--- src/hdl/mcc_pkg.sv ---
// ----------------------------------------------------------------------------
// mcc_pkg
// Shared types and constants of the mouse click classifier: report and
// result payloads, register indexes, register reset values.
// ----------------------------------------------------------------------------
package mcc_pkg;

   localparam int COORD_WIDTH  = 12;
   localparam int TIME_WIDTH   = 32;
   localparam int BTN_WIDTH    = 8;
   localparam int WIN_WIDTH    = 16;
   localparam int COUNT_WIDTH  = 8;
   localparam int CSR_IDX_WIDTH  = 2;
   localparam int CSR_DATA_WIDTH = 16;

   localparam logic [CSR_IDX_WIDTH-1:0] CSR_CLICK_WIN = 2'd0;
   localparam logic [CSR_IDX_WIDTH-1:0] CSR_MULTI_WIN = 2'd1;
   localparam logic [CSR_IDX_WIDTH-1:0] CSR_WHEEL     = 2'd2;

   localparam logic [WIN_WIDTH-1:0] CLICK_WIN_RESET = 16'd250;
   localparam logic [WIN_WIDTH-1:0] MULTI_WIN_RESET = 16'd500;
   localparam logic [BTN_WIDTH-1:0] WHEEL_RESET     = 8'd24;

   localparam logic [COUNT_WIDTH-1:0] COUNT_MAX = {COUNT_WIDTH{1'b1}};

   typedef struct packed {
      logic [COORD_WIDTH-1:0] x_pos;
      logic [COORD_WIDTH-1:0] y_pos;
      logic [BTN_WIDTH-1:0]   buttons_in;
      logic [TIME_WIDTH-1:0]  time_ms;
   } req_type;

   typedef struct packed {
      logic                   moved;
      logic                   pressed;
      logic                   released;
      logic                   clicked;
      logic                   hover;
      logic                   held_hint;
      logic [BTN_WIDTH-1:0]   changed_buttons;
      logic [COUNT_WIDTH-1:0] click_count;
      logic [COORD_WIDTH-1:0] old_x;
      logic [COORD_WIDTH-1:0] old_y;
   } rsp_type;

   typedef struct packed {
      logic [WIN_WIDTH-1:0] click_win;
      logic [WIN_WIDTH-1:0] multi_win;
      logic [BTN_WIDTH-1:0] wheel_mask;
   } cfg_type;

endpackage

--- src/hdl/mcc_csr.sv ---
// ----------------------------------------------------------------------------
// mcc_csr
// Configuration registers: click window, multi-click window, wheel mask.
// ----------------------------------------------------------------------------
module mcc_csr (
   input  logic                                clock,
   input  logic                                reset,
   input  logic                                csr_valid,
   output logic                                csr_ready,
   input  logic [mcc_pkg::CSR_IDX_WIDTH-1:0]   csr_index,
   input  logic [mcc_pkg::CSR_DATA_WIDTH-1:0]  csr_data,
   output mcc_pkg::cfg_type                    cfg
);

   mcc_pkg::cfg_type cfg_ff;
   mcc_pkg::cfg_type cfg_in;

   assign csr_ready = 1'b1;
   assign cfg       = cfg_ff;

   always_comb begin
      cfg_in = cfg_ff;
      if (csr_valid) begin
         unique case (csr_index)
            mcc_pkg::CSR_CLICK_WIN: cfg_in.click_win  = csr_data[mcc_pkg::WIN_WIDTH-1:0];
            mcc_pkg::CSR_MULTI_WIN: cfg_in.multi_win  = csr_data[mcc_pkg::WIN_WIDTH-1:0];
            mcc_pkg::CSR_WHEEL:     cfg_in.wheel_mask = csr_data[mcc_pkg::BTN_WIDTH-1:0];
            default: ;  // unmapped index: drop the write
         endcase
      end
   end

   always_ff @(posedge clock) begin
      if (reset) begin
         cfg_ff.click_win  <= mcc_pkg::CLICK_WIN_RESET;
         cfg_ff.multi_win  <= mcc_pkg::MULTI_WIN_RESET;
         cfg_ff.wheel_mask <= mcc_pkg::WHEEL_RESET;
      end else begin
         cfg_ff <= cfg_in;
      end
   end

endmodule

--- src/hdl/mcc_core.sv ---
// ----------------------------------------------------------------------------
// mcc_core
// Classifies one registered report per cycle while item_valid is high,
// against the tracker state and updates that state in the same cycle.
// ----------------------------------------------------------------------------
module mcc_core (
   input  logic              clock,
   input  logic              reset,
   input  mcc_pkg::cfg_type  cfg,
   input  logic              item_valid,
   input  mcc_pkg::req_type  item,
   output mcc_pkg::rsp_type  result
);

   localparam int CW = mcc_pkg::COORD_WIDTH;
   localparam int TW = mcc_pkg::TIME_WIDTH;
   localparam int BW = mcc_pkg::BTN_WIDTH;
   localparam int NW = mcc_pkg::COUNT_WIDTH;
   localparam int WW = mcc_pkg::WIN_WIDTH;

   logic [CW-1:0] cur_x_ff, cur_y_ff, prev_x_ff, prev_y_ff;
   logic [CW-1:0] cur_x_in, cur_y_in, prev_x_in, prev_y_in;
   logic [CW-1:0] press_x_ff, press_y_ff, press_x_in, press_y_in;
   logic [BW-1:0] held_ff, held_in, press_btn_ff, press_btn_in;
   logic [TW-1:0] last_report_ff, last_report_in, last_click_ff, last_click_in;
   logic [NW-1:0] count_ff, count_in;

   logic          moved, pressed, released, clicked, hover;
   logic [BW-1:0] edge_btn;
   logic [TW-1:0] dt_report, dt_click;
   logic          in_click_win, in_multi_win;

   assign dt_report    = item.time_ms - last_report_ff;
   assign dt_click     = item.time_ms - last_click_ff;
   assign in_click_win = dt_report <= {{(TW-WW){1'b0}}, cfg.click_win};
   assign in_multi_win = dt_click  <= {{(TW-WW){1'b0}}, cfg.multi_win};

   always_comb begin
      moved    = (item.x_pos != cur_x_ff) || (item.y_pos != cur_y_ff);
      pressed  = item.buttons_in > held_ff;
      released = item.buttons_in < held_ff;
      hover    = !pressed && !released;

      cur_x_in  = cur_x_ff;
      cur_y_in  = cur_y_ff;
      prev_x_in = prev_x_ff;
      prev_y_in = prev_y_ff;
      if (moved) begin
         prev_x_in = cur_x_ff;
         prev_y_in = cur_y_ff;
         cur_x_in  = item.x_pos;
         cur_y_in  = item.y_pos;
      end

      press_x_in    = press_x_ff;
      press_y_in    = press_y_ff;
      press_btn_in  = press_btn_ff;
      last_click_in = last_click_ff;
      count_in      = count_ff;
      clicked       = 1'b0;
      edge_btn      = '0;

      if (pressed) begin
         edge_btn     = item.buttons_in & ~held_ff;
         press_btn_in = edge_btn;
         press_x_in   = cur_x_in;
         press_y_in   = cur_y_in;
      end else if (released) begin
         edge_btn = ~item.buttons_in & held_ff;
         clicked  = (item.buttons_in == '0) && (edge_btn == press_btn_ff) &&
                    (cur_x_in == press_x_ff) && (cur_y_in == press_y_ff) &&
                    in_click_win;
         if (clicked) begin
            last_click_in = item.time_ms;
            if (!in_multi_win) begin
               count_in = NW'(1);
            end else if (count_ff != mcc_pkg::COUNT_MAX) begin
               count_in = count_ff + NW'(1);
            end
         end else begin
            count_in = '0;
         end
      end

      held_in        = item.buttons_in & ~cfg.wheel_mask;
      last_report_in = item.time_ms;

      result.moved           = moved;
      result.pressed         = pressed;
      result.released        = released;
      result.clicked         = clicked;
      result.hover           = hover;
      result.held_hint       = hover && (item.buttons_in != '0);
      result.changed_buttons = edge_btn;
      result.click_count     = count_in;
      result.old_x           = prev_x_in;
      result.old_y           = prev_y_in;
   end

   always_ff @(posedge clock) begin
      if (reset) begin
         cur_x_ff       <= '0;
         cur_y_ff       <= '0;
         prev_x_ff      <= '0;
         prev_y_ff      <= '0;
         press_x_ff     <= '0;
         press_y_ff     <= '0;
         held_ff        <= '0;
         press_btn_ff   <= '0;
         last_report_ff <= '0;
         last_click_ff  <= '0;
         count_ff       <= '0;
      end else if (item_valid) begin
         cur_x_ff       <= cur_x_in;
         cur_y_ff       <= cur_y_in;
         prev_x_ff      <= prev_x_in;
         prev_y_ff      <= prev_y_in;
         press_x_ff     <= press_x_in;
         press_y_ff     <= press_y_in;
         held_ff        <= held_in;
         press_btn_ff   <= press_btn_in;
         last_report_ff <= last_report_in;
         last_click_ff  <= last_click_in;
         count_ff       <= count_in;
      end
   end

`ifndef ASSERT_OFF
   a_one_class: assert property (@(posedge clock) disable iff (reset)
      item_valid |-> $onehot({result.pressed, result.released, result.hover}))
      else $error("report not in exactly one button class");

   a_click_release: assert property (@(posedge clock) disable iff (reset)
      (item_valid && result.clicked) |-> (result.released && result.click_count != '0))
      else $error("click without release or with zero count");

   a_count_clear: assert property (@(posedge clock) disable iff (reset)
      (item_valid && result.released && !result.clicked) |=> (count_ff == '0))
      else $error("count not cleared after non-click release");

   a_state_hold: assert property (@(posedge clock) disable iff (reset)
      !item_valid |=> ($stable(count_ff) && $stable(held_ff) && $stable(last_report_ff)))
      else $error("tracker state changed without a report");
`endif

endmodule

--- src/hdl/mouse_click_classifier.sv ---
// ----------------------------------------------------------------------------
// mouse_click_classifier
// Mouse report classifier: input register, combinational classify with
// registered state update, result register.
// ----------------------------------------------------------------------------
// A report passes through the input register, then the result register.
// Throughput: one report per cycle while rsp_ready is high, set by the core.
// The input register can still fill once while the result register waits.
// Reset: tracker state cleared to zero, windows to 250 and 500 ms, wheel mask
// to 24, both pipeline registers empty.
module mouse_click_classifier (
   input  logic                                clock,
   input  logic                                reset,
   input  logic                                req_valid,
   output logic                                req_ready,
   input  mcc_pkg::req_type                    req_data,
   output logic                                rsp_valid,
   input  logic                                rsp_ready,
   output mcc_pkg::rsp_type                    rsp_data,
   input  logic                                csr_valid,
   output logic                                csr_ready,
   input  logic [mcc_pkg::CSR_IDX_WIDTH-1:0]   csr_index,
   input  logic [mcc_pkg::CSR_DATA_WIDTH-1:0]  csr_data
);

   mcc_pkg::cfg_type cfg;
   mcc_pkg::req_type req_ff;
   mcc_pkg::rsp_type rsp_ff, result;
   logic             req_valid_ff, rsp_valid_ff;
   logic             advance;

   // advance the registered report into the result register when it has room
   assign advance   = req_valid_ff && (!rsp_valid_ff || rsp_ready);
   assign req_ready = !req_valid_ff || advance;
   assign rsp_valid = rsp_valid_ff;
   assign rsp_data  = rsp_ff;

   mcc_csr u_csr (
      .clock     (clock),
      .reset     (reset),
      .csr_valid (csr_valid),
      .csr_ready (csr_ready),
      .csr_index (csr_index),
      .csr_data  (csr_data),
      .cfg       (cfg)
   );

   mcc_core u_core (
      .clock      (clock),
      .reset      (reset),
      .cfg        (cfg),
      .item_valid (advance),
      .item       (req_ff),
      .result     (result)
   );

   always_ff @(posedge clock) begin
      if (reset) begin
         req_valid_ff <= 1'b0;
         rsp_valid_ff <= 1'b0;
      end else begin
         if (req_ready) begin
            req_valid_ff <= req_valid;
         end
         if (advance) begin
            rsp_valid_ff <= 1'b1;
         end else if (rsp_ready) begin
            rsp_valid_ff <= 1'b0;
         end
      end
   end

   always_ff @(posedge clock) begin
      if (req_valid && req_ready) begin
         req_ff <= req_data;
      end
      if (advance) begin
         rsp_ff <= result;
      end
   end

endmodule
--- config.mk ---
export PLATFORM = sky130hd
export DESIGN_NAME = mouse_click_classifier
export DESIGN_NICKNAME = d
export VERILOG_FILES = /design/src/hdl/mcc_pkg.sv /design/src/hdl/mcc_csr.sv /design/src/hdl/mcc_core.sv /design/src/hdl/mouse_click_classifier.sv
export SDC_FILE = /design/constraint.sdc
export NUM_CORES = 1
export LEC_CHECK = 0
export ABC_AREA = 1
export BUFFER_PORTS_ARGS = -buffer_cell sky130_fd_sc_hd__buf_2
export CAP_MARGIN = 20
export CORE_ASPECT_RATIO = 0.8
export CORE_MARGIN = 2
export CORE_UTILIZATION = 25
export DETAILED_ROUTE_END_ITERATION = 10
export GPL_ROUTABILITY_DRIVEN = 0
export PLACE_DENSITY = 0.44
export SETUP_SLACK_MARGIN = 0.1
export SLEW_MARGIN = 40
export SYNTH_ARGS = -nofsm -noshare
export SYNTH_HDL_FRONTEND = slang
export SYNTH_SLANG_ARGS = --single-unit
export TNS_END_PERCENT = 10
--- constraint.sdc ---
create_clock -name clock -period 2.9 [get_ports clock]
set_input_delay 0.29 -clock clock [delete_from_list [all_inputs] [get_ports clock]]
set_output_delay 0.29 -clock clock [all_outputs]
set_load 0.02 [all_outputs]
-- Word-level counts from Yosys, hierarchy flattened
Cells that the tools add are included.
- add/sub/neg operators: 3
- $mul: 0
- div/mod/pow operators: 0
- order comparisons: 4
- eq/ne operators: 8
- shift operators: 0
- mux-type cells: 13
- bitwise logic cells: 8
- reduce and logical (&&, ||, !) cells: 25
- operator list (kind ; count):
    $le 32x16->1 ; 2
    $sub 32x32->32 ; 2
    $mux 8 ; 7
    $mux 12 ; 4
    $and 8x8->8 ; 3
    $eq 12x12->1 ; 2
    $ne 12x12->1 ; 2
    $not 8->8 ; 3
    $add 8x1->8 const B ; 1
    $eq 8x8->1 ; 1
    $gt 8x8->1 ; 1
    $logic_and 1x1->1 ; 8
    $logic_not 8->1 ; 1
    $lt 8x8->1 ; 1
    $ne 8x8->1 const B ; 1
    $reduce_and 2->1 ; 4
    $reduce_bool 8->1 ; 1
    $logic_not 1->1 ; 4
    $reduce_and 4->1 ; 1
    $logic_or 1x1->1 ; 3
    $eq 2x1->1 const B ; 1
    $eq 2x2->1 const B ; 1
    $logic_not 2->1 ; 1
    $mux 1 ; 2
    other kinds (3) ; 4
- bits in registers: 312
- bits in latches: 0
- bits in writable memories: 0
- ROM bits: 0
- bits of input ports: 87
- output and inout port bits: 49
- word-level logic and storage cells: 91
- memories: 0

-- Depth between registers and ports, before layout
- word-level depth: 10
- depth in mapped cells: 30
- gate-level depth less buffers: 29

-- Cells and area by module
From an unflattened synthesis, not the netlist that was laid out.
- cells, all modules: 2628
- area total of the unflattened synthesis: 18612.9 um^2
- modules (own cells, without submodules) (module ; instances ; cells an instance ; area each (um^2) ; sequential area each (um^2)):
    mcc_core ; 1 ; 2271 ; 13533.0 ; 3203.1
    mouse_click_classifier ; 1 ; 122 ; 3394.5 ; 3343.2
    mcc_csr ; 1 ; 235 ; 1685.4 ; 800.8

-- Worst setup path after synthesis
No wires, ideal clock.
- path kind: register to register
- start point: register req_ff[0] (netlist bit)
- end point: register u_core.last_click_ff[20]
- setup time: 0.115 ns
- data arrival time: 3.084 ns
- required time: 2.785 ns
- setup slack: -0.299 ns
- stages on the path, launching flop included: 27
- buffers on the path: 1
- period minus slack after synthesis: 3.199 ns
- cells stage by stage: edfxtp_1 inv_1 ha_1 fa_1 inv_1 nand3_1 nand3_1 nand2_1 nand2_1 nand2_1 nand2_1 xor2_1 ha_1 nand4_1 nor2_1 nand4_1 nand2_1 nand2_1 nor2_1 nand3_1 nor2_1 nand2_1 nor2_2 buf_4 nand4_1 nand2_1 nor2_1
- word-level cells in the longest chain between the ends: 4
- ends and longest elaborated chain (item ; line ; RTL):
    start, declared ; mouse_click_classifier.sv:27 ; mcc_pkg::req_type req_ff;
    start signal, assigned ; mouse_click_classifier.sv:75 ; req_ff <= req_data;
    $sub 32x32->32 ; mcc_core.sv:33 ; assign dt_report = item.time_ms - last_report_ff;
    $le 32x16->1 ; mcc_core.sv:35 ; assign in_click_win = dt_report <= {{(TW-WW){1'b0}}, cfg.click_win};
    $logic_and 1x1->1 ; mcc_core.sv:71 ; (cur_x_in == press_x_ff) && (cur_y_in == press_y_ff) &&
    $reduce_and 4->1 (no line) ; -- ;
    end signal, assigned ; mcc_core.sv:123 ; last_click_ff <= last_click_in;
    end, declared ; mcc_core.sv:25 ; logic [TW-1:0] last_report_ff, last_report_in, last_click_ff, last_click_in;
No other way between the ends.
A chain may end at the register's enable or synchronous reset.

-- Final worst setup path
- start point: register req_ff[2] (netlist bit)
- end point: register u_core.count_ff[6]
- word-level cells in the longest chain between the ends: 6
- elaborated cells between the ends (all ways): 9
- those cells by class: add/sub (2); order compare (2); mux (4); reduce/logical (1)
- ends and longest elaborated chain (item ; line ; RTL):
    $sub 32x32->32, on equally long branches ; mcc_core.sv:34, mcc_core.sv:33 ;
    $le 32x16->1, on equally long branches ; mcc_core.sv:36, mcc_core.sv:35 ;
    $mux 8 / $logic_and 1x1->1 (equally long branches) ; mcc_core.sv:75, mcc_core.sv:71 ;
    $mux 8 * ; mcc_core.sv:73 ; if (clicked) begin
    $mux 8 * ; mcc_core.sv:68 ; end else if (released) begin
    $mux 8 * ; mcc_core.sv:63 ; if (pressed) begin
    end signal, assigned ; mcc_core.sv:124 ; count_ff <= count_in;
    end, declared ; mcc_core.sv:26 ; logic [NW-1:0] count_ff, count_in;
Every way passes the cells marked *; elsewhere a longest branch is shown, timed or not.

==> flow_summary.toml <==
[die]
placementRows = 88
die_w_um = 307
top_level_ports = 136
floorplan.die_area_sq_um = 75800
core_area_sq_um = 72400
die_y_um = 247
starting_density_pct = 25.4

[cts]
tritoncts = "done"
path_clk_slew_ns = 0.06
htree_levels = 2
cts.sink_count = 312
max-clock-path-buffers = 3
worstSkewPairLatency_ns = 0.57
ctsRootBufferMaster = "clkbuf_16"
number_of_buffers_created_by_cts = 39

[critical_path]
cp_max_fo = 7
startpoint_type = "flip-flop"
signal_arrival_time_at_the_worst_endpoint_ns = 4.21
timing.setup.critical_path_class = "reg -> reg"
crit_path_end_kind = "flip-flop"
worstPathRequired_ns = 3.40

[synthesis]
synth_top_family_by_area = "simple AND/OR/NAND/NOR gates"
mappedNetlistArea_sq_um = 18400
postSynthRegisterBits = 312
yosys_warnings = 0
synth-compound-area-share_pct = 12.3
synth_simple_gate_area_share_pct = 25.3
async_flop_share_pct = 0
ys.flop_type = "dfxtp_1"
syn-instance-count = 2575
synth_nets = 2775
synth_area_per_inst_sq_um = 7.14
ys_types = 41
synth.mux.area_fraction_pct = 0
number_of_flops_mapped_to_enable_cells_by_yosys = 110
synth-xor-area-share_pct = 3.57
synth-adder-area-share_pct = 7.77
synth.yosys.seq_area_share_pct = 39.9

[timing]
hold_viol_final = 0
setup_violations = 49
fin_skew_ns = 0.0277
number_of_max_slew_violations_in_the_final_report = 0
slew_headroom_pct = 49.5
timing_worst_slew_pin_value_ns = 0.758
unrepaired_setup_endpoints_after_global_routing = "yes"
fin_hold_ws_ns = 0.0315
period_utilization_post_route_pct = 128
max_freq_ghz = 0.269
finalSetupTns_ns = -35.48
worst_slack_ns = -0.811
final_period_minus_worst_setup_slack_ns = 3.71

[finish]
finalNonFillerCells = 4019
area.growth.synth_to_final_pct = 37.0
layout.nets = 3243
layout.cells.most_common = "nand2_1"
layout.cells.most_common_list = "nand2_1 (621), inv_1 (442), buf_4 (284)"
diodes = 0
layout-drive-gt1-share_pct = 21.6
postLayoutCellArea_sq_um = 25200

[min_path]
hold_crit_path_type = "in -> reg"

[power_and_ir_drop]
cellPowerDensity_nw_per_um2 = 504
static-leakage-power_nw = 11.6
design_power_total_mw = 12.7
worst_ir_drop_vdd_mv = 0.312

[routing]
dr.pass1.iters = 5
vias = 18000
drt-initial-drc-count = 1082
average_via_count_per_standard_cell = 4.47
routedWlPerCell_um = 15.4
drt-total-wl_mm = 62.1
drc = 0
ant_nets = 0

[grt]
pin_count_of_the_biggest_net_entering_global_routing = 149
global_route_wire_length_before_repair_mm = 96.5
grt_overflow = 0
antenna_found_initial = 0
via_count_of_the_first_global_routing_pass = 17200
grt_use_total_pct = 16.1

[run_status]
run_status = "finished, violations left"
violated_checks = "negative setup slack"

[placed_design]
place.detailed.hpwl_mm = 47.0
number_of_placed_instances_taps_included = 3848
port_buffers = 134
dpl-instance-area_sq_um = 22400

[job]
drv.max_cap_violation_count = 0
## worst max-delay path, cell delays in order, from the launching register on
cell and delay (ns):
edfxtp_1 0.38, buf_4 0.15, ha_4 0.22, a21oi_2 0.14, nand2_2 0.11, nand2_1 0.09, nand2_2 0.06, buf_4 0.13
nand2_1 0.07, nand2_2 0.07, xor2_2 0.17, ha_1 0.34, a21oi_1 0.15, o21ai_1 0.10, a21oi_2 0.13, nand2_1 0.08
nand2_2 0.11, nand2_1 0.08, nor2_2 0.11, nand4_1 0.14, nor2_4 0.23, buf_6 0.16, nand2_8 0.07, nor2_1 0.11
nand2_1 0.07, nand3_1 0.07, nand2_1 0.06, inv_1 0.05
## path summary, 6_finish.rpt
kind | startpoint | endpoint | slack [ns] | depth (start not counted)
min | req_valid | req_valid_ff | 0.03 | 3
max | req_ff[2] | u_core.count_ff[6] | -0.81 | 27
min reg2reg | u_core.last_report_ff[17] | u_core.last_report_ff[17] | 0.46 | 2
max reg2reg | req_ff[2] | u_core.count_ff[6] | -0.81 | 27
## final cells by class
cell class	count	area [sq um]
inverter	456	1720
clock buffer	58	1130
clock inverter	14	125
timing repair buffer	506	3850
fill	7645	47200
sequential	312	7350
tap	945	1180
multi-input combinational	1728	9850
## synth_stat cells (4+ instances only)
cell type,n,area (sq um)
a211oi_1,15,113
and2_1,8,50.1
nor2_1,193,724
clkbuf_1,58,218
nand3b_1,13,97.6
o211ai_1,12,90.1
nand2_1,668,2510
nor2_2,4,25.0
o21bai_1,8,60.1
nand2_2,7,43.8
nor3_1,19,95.1
xnor2_1,25,219
a21oi_1,240,1200
buf_2,4,20.0
o21ai_0,149,746
inv_2,6,22.5
dfxtp_1,202,4040
edfxtp_1,110,3300
buf_1,10,37.5
nor4_1,7,43.8
nand3_1,117,586
nand4_1,61,382
ha_1,111,1390
inv_1,449,1690
buf_4,6,45.0
xor2_1,50,438
## cell families after synthesis
kind of cell / Yosys count
other: 1
buffers and inverters: 535
DFF: 312
adders and majority gates: 113
AOI/OAI and AO/OA: 431
xor gates and xnor gates: 75
and+or+nand+nor: 1108
## flip-flops by register name, indices dropped and copies added, names as in the netlist, 8 cells and up
register / count
u_core.prev_y_ff: 12
u_core.press_x_ff: 12
u_core.last_click_ff: 32
u_core.count_ff: 8
u_core.cur_y_ff: 12
u_core.prev_x_ff: 12
rsp_data: 46
u_csr.cfg: 40
u_core.press_btn_ff: 8
u_core.last_report_ff: 32
u_core.press_y_ff: 12
u_core.cur_x_ff: 12
req_ff: 64
u_core.held_ff: 8
## through the flow
| step | util, % | setup slack (ns) |
|---|---|---|
| final | 34.8 | -0.811 |
| after global routing | 34.8 | -1.09 |
| after CTS | 34.2 | -0.814 |
| after detailed placement | 30.9 | -1.46 |
| after global placement | 30.9 | -1.49 |
| after floorplan | - | -0.126 |
## power by group
part           switching [mW]  internal, mW  total, mW
Sequential              0.148          4.79       4.94
Combinational            1.69          1.26       2.95
Clock                    2.01          2.81       4.82
## repair_timing
action / in CTS / in global routing
resized for setup: 63 / 64
pin swaps: 30 / 46
endpoints found under the setup margin: 49 / 49
setup buffers: 13 / 18
hold buffers: 66 / 0
endpoints found under the hold margin: 68 / 0
gates cloned: 1 / 1
## metal layers
metal  wire length, um  global-route usage [%]  vias up
met3              2720                    2.03       76
met4              1180                    3.80        0
li1                  -                       -     9188
met1             30900                    23.3     8327
met5                 0                       0        -
met2             27300                    25.3      382
Note: power is estimated with default switching activity, not from simulation.
